File: config.mk
export PLATFORM = sky130hd
export DESIGN_NAME = arm_gravity_torque_feedforward_unit
export DESIGN_NICKNAME = d
export VERILOG_FILES = /design/src/sv/agtf_pkg.sv /design/src/sv/arm_gravity_torque_feedforward_unit.sv
export SDC_FILE = /design/constraint.sdc
export NUM_CORES = 2
export LEC_CHECK = 0
export BUFFER_PORTS_ARGS = -buffer_cell sky130_fd_sc_hd__buf_4
export CORE_MARGIN = 5
export CORE_UTILIZATION = 30
export DETAILED_ROUTE_END_ITERATION = 6
export MAX_ROUTING_LAYER = met4
export PLACE_DENSITY = 0.5
export REMOVE_ABC_BUFFERS = 1
export SETUP_SLACK_MARGIN = 0.05
export SYNTH_ARGS = -nofsm -noshare
export SYNTH_HDL_FRONTEND = slang
export SYNTH_SLANG_ARGS = --single-unit
File: constraint.sdc
create_clock -name clk_i -period 19.2 [get_ports clk_i]
set_input_delay 5.76 -clock clk_i [delete_from_list [all_inputs] [get_ports clk_i]]
set_output_delay 5.76 -clock clk_i [all_outputs]
set_load 0.01 [all_outputs]
File: src/sv/agtf_pkg.sv
// package: types, constants and coefficient tables of the gravity torque unit
package agtf_pkg;

  localparam int VW = 37;
  localparam int DW = 52;
  localparam int FRAC = 12;

  typedef logic signed [VW-1:0] val_t;

  localparam val_t SAT_LIM = val_t'(64'sd68719476735);
  localparam logic signed [17:0] K_FORE = -18'sd33395;
  localparam logic signed [17:0] K_UPPER = 18'sd66266;

  localparam int FA_HI = 7682;
  localparam int FA_LO = 358;
  localparam int UA_HI = 9959;
  localparam int UA_LO = -5053;

  localparam val_t FORE_COEF [4][3] = '{
    '{val_t'(0), val_t'(0), val_t'(0)},
    '{val_t'(426750), val_t'(-745513), val_t'(-1727177)},
    '{val_t'(339292), val_t'(-534979), val_t'(-1792000)},
    '{val_t'(286720), val_t'(-491930), val_t'(-1539500)}
  };
  localparam val_t UPPER_COEF [2][3] = '{
    '{val_t'(-285118), val_t'(28095), val_t'(2474853)},
    '{val_t'(-295865), val_t'(151429), val_t'(2171781)}
  };

  typedef enum logic [2:0] {
    REG_ARM_SELECT  = 3'd0,
    REG_FORE_PROF   = 3'd1,
    REG_UPPER_PROF  = 3'd2,
    REG_RAMP_LEN    = 3'd3,
    REG_GAIN_RU     = 3'd4,
    REG_GAIN_LU     = 3'd5,
    REG_GAIN_RF     = 3'd6,
    REG_GAIN_LF     = 3'd7
  } cfg_idx_e;

  typedef enum logic [1:0] {
    ARM_RIGHT = 2'd0,
    ARM_LEFT  = 2'd1,
    ARM_BOTH  = 2'd2,
    ARM_NONE  = 2'd3
  } arm_sel_e;

  typedef enum logic [2:0] {
    S_IDLE,
    S_OP,
    S_MUL,
    S_WB,
    S_DIV,
    S_DONE
  } state_e;

  typedef enum logic [3:0] {
    ST_F0, ST_F1, ST_F2, ST_FK,
    ST_U0, ST_U1, ST_U2, ST_UK,
    ST_UADD, ST_GF, ST_GU
  } step_e;

  function automatic logic [15:0] to_out16(input val_t t);
    logic [VW-1:0] mag;
    logic [VW-1:0] sh;
    logic [15:0] res;
    mag = t[VW-1] ? VW'(-t) : VW'(t);
    sh = mag >> FRAC;
    if (!t[VW-1]) begin
      res = (sh > VW'(32767)) ? 16'h7fff : sh[15:0];
    end else begin
      res = (sh > VW'(32768)) ? 16'h8000 : 16'(-sh[15:0]);
    end
    return res;
  endfunction

endpackage

File: src/sv/arm_gravity_torque_feedforward_unit.sv
// top level: gravity torque feed-forward with one bit-serial multiplier and a serial divider
// the multiplier serves every product in turn; while soft-start scaling applies, each of
//   the four torques is also multiplied by the elapsed time and divided by the ramp length
// products come from the shift-add multiplier (one bit per cycle), quotients from the restoring divider
// a new request is taken only in idle, not while a request is in work or a result waits
// reset: async active low; control and config registers take their defaults, soft-start inactive
module arm_gravity_torque_feedforward_unit #(
  parameter int ANGLE_WIDTH = 16
) (
  input  logic                          clk_i,
  input  logic                          rst_ni,
  input  logic                          cfg_valid_i,
  output logic                          cfg_ready_o,
  input  logic [2:0]                    cfg_index_i,
  input  logic [15:0]                   cfg_data_i,
  input  logic                          in_valid_i,
  output logic                          in_ready_o,
  input  logic                          hold_switch_i,
  input  logic [15:0]                   now_ms_i,
  input  logic signed [ANGLE_WIDTH-1:0] right_upper_angle_i,
  input  logic signed [ANGLE_WIDTH-1:0] left_upper_angle_i,
  input  logic signed [ANGLE_WIDTH-1:0] right_fore_angle_i,
  input  logic signed [ANGLE_WIDTH-1:0] left_fore_angle_i,
  output logic                          out_valid_o,
  input  logic                          out_ready_i,
  output logic signed [15:0]            right_upper_torque_o,
  output logic signed [15:0]            left_upper_torque_o,
  output logic signed [15:0]            right_fore_torque_o,
  output logic signed [15:0]            left_fore_torque_o
);
  import agtf_pkg::*;

  localparam int MB = (ANGLE_WIDTH + 1 > 18) ? ANGLE_WIDTH + 1 : 18;
  localparam int PW = VW + MB;
  localparam int CW = $clog2(MB);
  localparam int DCW = $clog2(DW);

  state_e state_q, state_d;
  step_e  step_q;
  logic   ph_q, arm_q;
  logic [1:0] j_q;
  logic [CW-1:0] cnt_q;
  logic [DCW-1:0] dcnt_q;
  logic ramp_active_q;
  logic [15:0] ramp_start_q;
  logic [1:0] arm_sel_q, fore_prof_q, upper_prof_q;
  logic [15:0] ramp_len_q, gain_ru_q, gain_lu_q, gain_rf_q, gain_lf_q;

  logic signed [ANGLE_WIDTH-1:0] ru_q, lu_q, rf_q, lf_q;
  logic hold_q, ramp_on_q;
  logic [15:0] elapsed_q;
  logic signed [PW-1:0] acc_q, ash_q;
  logic signed [MB-1:0] bsh_q;
  val_t p_q, fore_q, upper_q;
  val_t tq_q [4];
  logic [DW-1:0] dq_q;
  logic [16:0] rem_q;
  logic neg_q;

  logic in_fire, out_fire, mul_last, div_last;
  logic signed [ANGLE_WIDTH:0] tsum;
  logic signed [ANGLE_WIDTH-1:0] xang;
  val_t fc [3];
  val_t uc [3];
  val_t a_sel, add_sel, fore_in, post_val, upper_sum, div_val;
  logic signed [MB-1:0] b_sel;
  logic signed [PW-1:0] shifted, mul_term, acc_abs;
  logic [15:0] elapsed_d;
  logic [16:0] rem_sh, rem_n;
  logic ge;
  logic [DW-1:0] dq_n;
  logic fore_lim, right_on, left_on;
  logic z_ru, z_lu, z_rf, z_lf;

  function automatic val_t sat_val(input logic signed [PW:0] x);
    val_t r;
    if (x > (PW+1)'(SAT_LIM)) begin
      r = SAT_LIM;
    end else if (x < -(PW+1)'(SAT_LIM)) begin
      r = -SAT_LIM;
    end else begin
      r = x[VW-1:0];
    end
    return r;
  endfunction

  assign cfg_ready_o = 1'b1;
  assign in_fire  = in_valid_i && in_ready_o;
  assign out_fire = out_valid_o && out_ready_i;
  assign mul_last = (cnt_q == CW'(MB - 1));
  assign div_last = (dcnt_q == DCW'(DW - 1));

  // operand selection for the current step
  always_comb begin
    fc = FORE_COEF[fore_prof_q];
    uc = UPPER_COEF[upper_prof_q != 2'd1];
    tsum = arm_q ? ((ANGLE_WIDTH+1)'(lu_q) + (ANGLE_WIDTH+1)'(lf_q))
                 : ((ANGLE_WIDTH+1)'(ru_q) + (ANGLE_WIDTH+1)'(rf_q));
    xang = arm_q ? lu_q : ru_q;
    a_sel = p_q;
    b_sel = MB'(tsum);
    add_sel = '0;
    if (ph_q) begin
      a_sel = tq_q[j_q];
      b_sel = MB'({1'b0, elapsed_q});
    end else begin
      case (step_q)
        ST_F0: begin
          a_sel = fc[0];
          add_sel = fc[1];
        end
        ST_F1: add_sel = fc[2];
        ST_F2: ;
        ST_FK: b_sel = MB'(K_FORE);
        ST_U0: begin
          a_sel = uc[0];
          b_sel = MB'(xang);
          add_sel = uc[1];
        end
        ST_U1: begin
          b_sel = MB'(xang);
          add_sel = uc[2];
        end
        ST_U2: b_sel = MB'(xang);
        ST_UK: b_sel = MB'(K_UPPER);
        ST_GF: begin
          a_sel = fore_q;
          b_sel = MB'({1'b0, arm_q ? gain_lf_q : gain_rf_q});
        end
        ST_GU: begin
          a_sel = upper_q;
          b_sel = MB'({1'b0, arm_q ? gain_lu_q : gain_ru_q});
        end
        default: ;
      endcase
    end
  end

  always_comb begin
    fore_lim = arm_q ? (int'(lf_q) <= FA_LO) : (int'(rf_q) >= FA_HI);
    fore_in = (arm_sel_q == ARM_BOTH || !fore_lim) ? fore_q : '0;
    upper_sum = sat_val((PW+1)'(fore_in) + (PW+1)'(p_q));
    shifted = acc_q >>> FRAC;
    post_val = sat_val((PW+1)'(shifted) + (PW+1)'(add_sel));
    mul_term = mul_last ? -ash_q : ash_q;
    acc_abs = acc_q[PW-1] ? -acc_q : acc_q;
    rem_sh = {rem_q[15:0], dq_q[DW-1]};
    ge = (rem_sh >= {1'b0, ramp_len_q});
    rem_n = ge ? (rem_sh - {1'b0, ramp_len_q}) : rem_sh;
    dq_n = {dq_q[DW-2:0], ge};
    div_val = neg_q ? -val_t'(dq_n[VW-1:0]) : val_t'(dq_n[VW-1:0]);
    elapsed_d = ramp_active_q ? (now_ms_i - ramp_start_q) : 16'd0;
  end

  // next state
  always_comb begin
    state_d = state_q;
    unique case (state_q)
      S_IDLE: if (in_fire) state_d = S_OP;
      S_OP: begin
        if (ph_q) begin
          state_d = ramp_on_q ? S_MUL : S_DONE;
        end else if (step_q != ST_UADD) begin
          state_d = S_MUL;
        end
      end
      S_MUL: if (mul_last) state_d = S_WB;
      S_WB: state_d = ph_q ? S_DIV : S_OP;
      S_DIV: if (div_last) state_d = (j_q == 2'd3) ? S_DONE : S_OP;
      S_DONE: if (out_fire) state_d = S_IDLE;
      default: state_d = S_IDLE;
    endcase
  end

  // handshake outputs
  always_comb begin
    in_ready_o  = (state_q == S_IDLE);
    out_valid_o = (state_q == S_DONE);
  end

  always_ff @(posedge clk_i or negedge rst_ni) begin
    if (!rst_ni) begin
      state_q <= S_IDLE;
      step_q <= ST_F0;
      ph_q <= 1'b0;
      arm_q <= 1'b0;
      j_q <= '0;
      cnt_q <= '0;
      dcnt_q <= '0;
      ramp_active_q <= 1'b0;
      ramp_start_q <= '0;
      arm_sel_q <= ARM_BOTH;
      fore_prof_q <= 2'd3;
      upper_prof_q <= 2'd2;
      ramp_len_q <= 16'd100;
      gain_ru_q <= 16'd4096;
      gain_lu_q <= 16'd4096;
      gain_rf_q <= 16'd4096;
      gain_lf_q <= 16'd4096;
    end else begin
      state_q <= state_d;
      if (cfg_valid_i) begin
        unique case (cfg_idx_e'(cfg_index_i))
          REG_ARM_SELECT: arm_sel_q <= cfg_data_i[1:0];
          REG_FORE_PROF:  fore_prof_q <= cfg_data_i[1:0];
          REG_UPPER_PROF: upper_prof_q <= cfg_data_i[1:0];
          REG_RAMP_LEN:   ramp_len_q <= cfg_data_i;
          REG_GAIN_RU:    gain_ru_q <= cfg_data_i;
          REG_GAIN_LU:    gain_lu_q <= cfg_data_i;
          REG_GAIN_RF:    gain_rf_q <= cfg_data_i;
          REG_GAIN_LF:    gain_lf_q <= cfg_data_i;
          default: ;
        endcase
      end
      case (state_q)
        S_IDLE: begin
          if (in_fire) begin
            ph_q <= 1'b0;
            arm_q <= 1'b0;
            step_q <= ST_F0;
            j_q <= '0;
            if (hold_switch_i) begin
              ramp_active_q <= 1'b0;
            end else if (!ramp_active_q) begin
              ramp_active_q <= 1'b1;
              ramp_start_q <= now_ms_i;
            end
          end
        end
        S_OP: begin
          cnt_q <= '0;
          if (!ph_q && step_q == ST_UADD) step_q <= step_e'(step_q + 4'd1);
        end
        S_MUL: cnt_q <= cnt_q + CW'(1);
        S_WB: begin
          dcnt_q <= '0;
          if (!ph_q) begin
            if (step_q == ST_GU) begin
              if (arm_q) begin
                ph_q <= 1'b1;
                j_q <= '0;
              end else begin
                arm_q <= 1'b1;
                step_q <= ST_F0;
              end
            end else begin
              step_q <= step_e'(step_q + 4'd1);
            end
          end
        end
        S_DIV: begin
          dcnt_q <= dcnt_q + DCW'(1);
          if (div_last) j_q <= j_q + 2'd1;
        end
        default: ;
      endcase
    end
  end

  always_ff @(posedge clk_i) begin
    case (state_q)
      S_IDLE: begin
        if (in_fire) begin
          ru_q <= right_upper_angle_i;
          lu_q <= left_upper_angle_i;
          rf_q <= right_fore_angle_i;
          lf_q <= left_fore_angle_i;
          hold_q <= hold_switch_i;
          elapsed_q <= elapsed_d;
          ramp_on_q <= !hold_switch_i && (elapsed_d < ramp_len_q);
        end
      end
      S_OP: begin
        if (!ph_q && step_q == ST_UADD) begin
          upper_q <= upper_sum;
        end else begin
          acc_q <= '0;
          ash_q <= PW'(a_sel);
          bsh_q <= b_sel;
        end
      end
      S_MUL: begin
        if (bsh_q[0]) acc_q <= acc_q + mul_term;
        ash_q <= ash_q <<< 1;
        bsh_q <= bsh_q >>> 1;
      end
      S_WB: begin
        if (ph_q) begin
          dq_q <= acc_abs[DW-1:0];
          rem_q <= '0;
          neg_q <= acc_q[PW-1];
        end else begin
          case (step_q)
            ST_FK: fore_q <= post_val;
            ST_GF: tq_q[{1'b1, arm_q}] <= post_val;
            ST_GU: tq_q[{1'b0, arm_q}] <= post_val;
            default: p_q <= post_val;
          endcase
        end
      end
      S_DIV: begin
        rem_q <= rem_n;
        dq_q <= dq_n;
        if (div_last) tq_q[j_q] <= div_val;
      end
      default: ;
    endcase
  end

  // joint masks: hold, arm selection, joint limits
  always_comb begin
    right_on = (arm_sel_q == ARM_RIGHT) || (arm_sel_q == ARM_BOTH);
    left_on  = (arm_sel_q == ARM_LEFT) || (arm_sel_q == ARM_BOTH);
    z_ru = hold_q || !right_on || (int'(ru_q) >= UA_HI);
    z_rf = hold_q || !right_on || (int'(rf_q) >= FA_HI);
    z_lu = hold_q || !left_on || (int'(lu_q) <= UA_LO);
    z_lf = hold_q || !left_on || (int'(lf_q) <= FA_LO);
    right_upper_torque_o = z_ru ? 16'sd0 : signed'(to_out16(tq_q[0]));
    left_upper_torque_o  = z_lu ? 16'sd0 : signed'(to_out16(tq_q[1]));
    right_fore_torque_o  = z_rf ? 16'sd0 : signed'(to_out16(tq_q[2]));
    left_fore_torque_o   = z_lf ? 16'sd0 : signed'(to_out16(tq_q[3]));
  end

endmodule

==> results.ini <==
[worst_setup_path]
endpoint_kind=primary output
arrival_ps=5950
crit_path_top_delay_cell=nor4bb_1
crit_chain=nor4_1, nand4_1, o21ai_0, mux2i_1, nor4bb_1, a21boi_0, a311o_1, a21o_1, a221oi_1, buf_4
worstSetupPathType=reg2out
cp-start-kind=flop
reg2reg_depth=19
r2r-end=tq_q[2][1]$_DFFE_PP_
r2r_slack_ps=10840
cp_max_fo=15
cp.required_ps=13440
slowest_delay_ps=1040
r2r_start=step_q[0]$_DFFE_PN0P_

[clock_network]
post_cts_buffers=0
clk_latency_ps=730
cts_htree_levels=3
cts_resized=0
clock_path_buffers=3
cts_tree=done
ctsHoldBuffers=0
cts_root_buffer=clkbuf_16
cts_buffers=82
cts.sinks=663
cts.clk_slew.worst_paths_ps=60

[sta]
worst_slew_pin_slew_ps=1270
fin_skew_ps=55.5
slew_headroom=0.143
setup_viol=0
fin_tns_setup_ps=0
finalCritPeriodShare=0.610
max_freq_mhz=85.4
drv_slew=0
rsz0062_at_grt=false
fin_crit_ps=11710
hold_viol=0

[finish]
syn_to_final_growth_pct=13.5
nNetsFinal=5411
layout_common_cells=538 x edfxtp_1, 458 x nand2_1, 444 x nor2_1
final_common_cell=edfxtp_1
fill_cells=16106
drive_gt1_frac=0.117

[die]
die_height_um=407
initial_core_util=0.302
pin_count=172
coreArea_um2=156000
floorplan.die_area_um2=165000
core.rowCount=145
die_w_um=407

[drt]
drt_iter0_markers=3276
finalWirelength_um=169000
final_antenna_net_count=0
wl_per_cell_um=23.5
viasPerCell=5.58
dr.pass1.iters=7
route.vias.total=40101
drcViolationCount=9

[logic_synthesis]
synth_cell_types=101
ys_async_sr_fraction=0.189
syn_area_per_cell_um2=9.40
synth_edf_count=538
synthFlopType=edfxtp_1
synthCells=5019
synth_simple_gate_area_share=0.173
ys_ff_latch=663
syn_area_um2=47200
ys_seq_area_frac=0.409
synthAdderAreaFrac=0.0705
yosysWarnings=0
synth_compound_area_frac=0.192
synth_top_family_by_area=compound AO/OA/AOI/OAI gates
synth_xor_area_frac=0.0635
synthMuxAreaShare=0.0569

[min_path]
min_to=ramp_start_q[0]$_DFFE_PN0P_
holdCritPathClass=reg2reg
hp-start=ramp_start_q[0]$_DFFE_PN0P_
whs_path_depth=2

[placed_design]
dpl.hpwl_um=129000
portBuffers=170
place_congestion=0.975

[grt]
first_global_vias=38318
grt_max_degree=87
antenna_found_initial=5
grt_pass1_wl_um=250000
grt_use_total=0.204
overflow=0

[power_and_ir_drop]
p_leak_nw=19.9
total_power_mw=9.61
ir_drop_uv=93.7
power_per_cell_area_nw_per_um2=179

[status]
status=complete, but fails checks
violations=DRC

[run]
max_cap_violations=0

## power by group
part / switching (mW) / internal, mW
clock: 0.689 / 1.00
sequential: 0.364 / 2.33
combinational: 3.44 / 1.79
total: 4.49 / 5.12
## critical path: cells and delay by family (launching register included)
family / cells / cell delay (ps)
AND/OR/NAND/NOR: 3 / 2450
flip-flops: 1 / 410
AO/OA/AOI/OAI: 5 / 1910
multiplexers: 1 / 270
buffers and inverters: 1 / 200
## cell families after synthesis
| logic type | count (synthesis) |
|---|---|
| AOI/OAI and AO/OA | 1421 |
| xor gates and xnor gates | 342 |
| adders and majority gates | 266 |
| buffers and inverters | 442 |
| DFF | 663 |
| muxes | 209 |
| other | 1 |
| and+or+nand+nor | 1675 |
## how the worst max path moves through the flow
stage / to / startpoint / cells after the start
final: left_upper_torque_o[11] / tq_q[1][11]$_DFFE_PP_ / 10
after global placement: left_upper_torque_o[11] / tq_q[1][11]$_DFFE_PP_ / 10
after detailed placement: left_upper_torque_o[11] / tq_q[1][11]$_DFFE_PP_ / 10
after floorplan: tq_q[0][0]$_DFFE_PP_ / state_q[2]$_DFFE_PN0P_ / 6
after CTS: left_upper_torque_o[11] / tq_q[1][11]$_DFFE_PP_ / 10
after global routing: left_upper_torque_o[11] / tq_q[1][11]$_DFFE_PP_ / 10
## synthesized netlist by cell type (114+ instances only)
| master | instances | area share |
|---|---|---|
| a21oi_1 | 370 | 0.039 |
| clkbuf_1 | 233 | 0.019 |
| dfrtp_1 | 114 | 0.060 |
| edfxtp_1 | 538 | 0.34 |
| ha_1 | 237 | 0.063 |
| inv_1 | 170 | 0.014 |
| nand2_1 | 458 | 0.036 |
| nand3_1 | 134 | 0.014 |
| nor2_1 | 451 | 0.036 |
| nor3_1 | 118 | 0.013 |
| o21ai_0 | 363 | 0.038 |
| xnor2_1 | 189 | 0.035 |
| xor2_1 | 153 | 0.028 |
## stage by stage
step	util	instances	hold slack [ps]	area, um^2	setup WS, ps
3_3_place_gp	0.324	7036	476	50600	8170
3_5_place_dp	0.324	7036	478	50600	8150
4_1_cts	0.343	7188	491	53600	7360
2_1_floorplan	-	4749	453	46200	8980
6_report	0.343	7190	493	53600	7490
5_1_grt	0.343	7190	505	53600	7100
## registers in the layout, summed over array words and instances, names as in the netlist, 5 cells and up
signal / cells
gain_lu_q: 16
rem_q: 16
rf_q: 16
dcnt_q: 6
ramp_start_q: 16
lf_q: 16
gain_rf_q: 16
bsh_q: 18
tq_q: 148
ramp_len_q: 16
fore_q: 37
ash_q: 55
gain_lf_q: 16
acc_q: 55
elapsed_q: 16
dq_q: 52
p_q: 37
lu_q: 16
upper_q: 37
ru_q: 16
cnt_q: 5
gain_ru_q: 16
## layout make-up
cell class,instances,area [um^2],area share
timing repair buffer,229,1720,0.0322
antenna,2,5.00,0.0000934
clock buffer,98,2140,0.0400
multi-input combinational,3914,26400,0.492
clock inverter,54,796,0.0149
sequential,663,19300,0.360
tap,2058,2570,0.0481
inverter,172,647,0.0121
## layer usage
metal / wire length [um] / global-route usage
met5: 0 / -
met4: 6320 / 0.0705
met3: 9360 / 0.0308
met2: 79600 / 0.330
met1: 73400 / 0.262
Note: power is estimated with default switching activity, not from simulation.
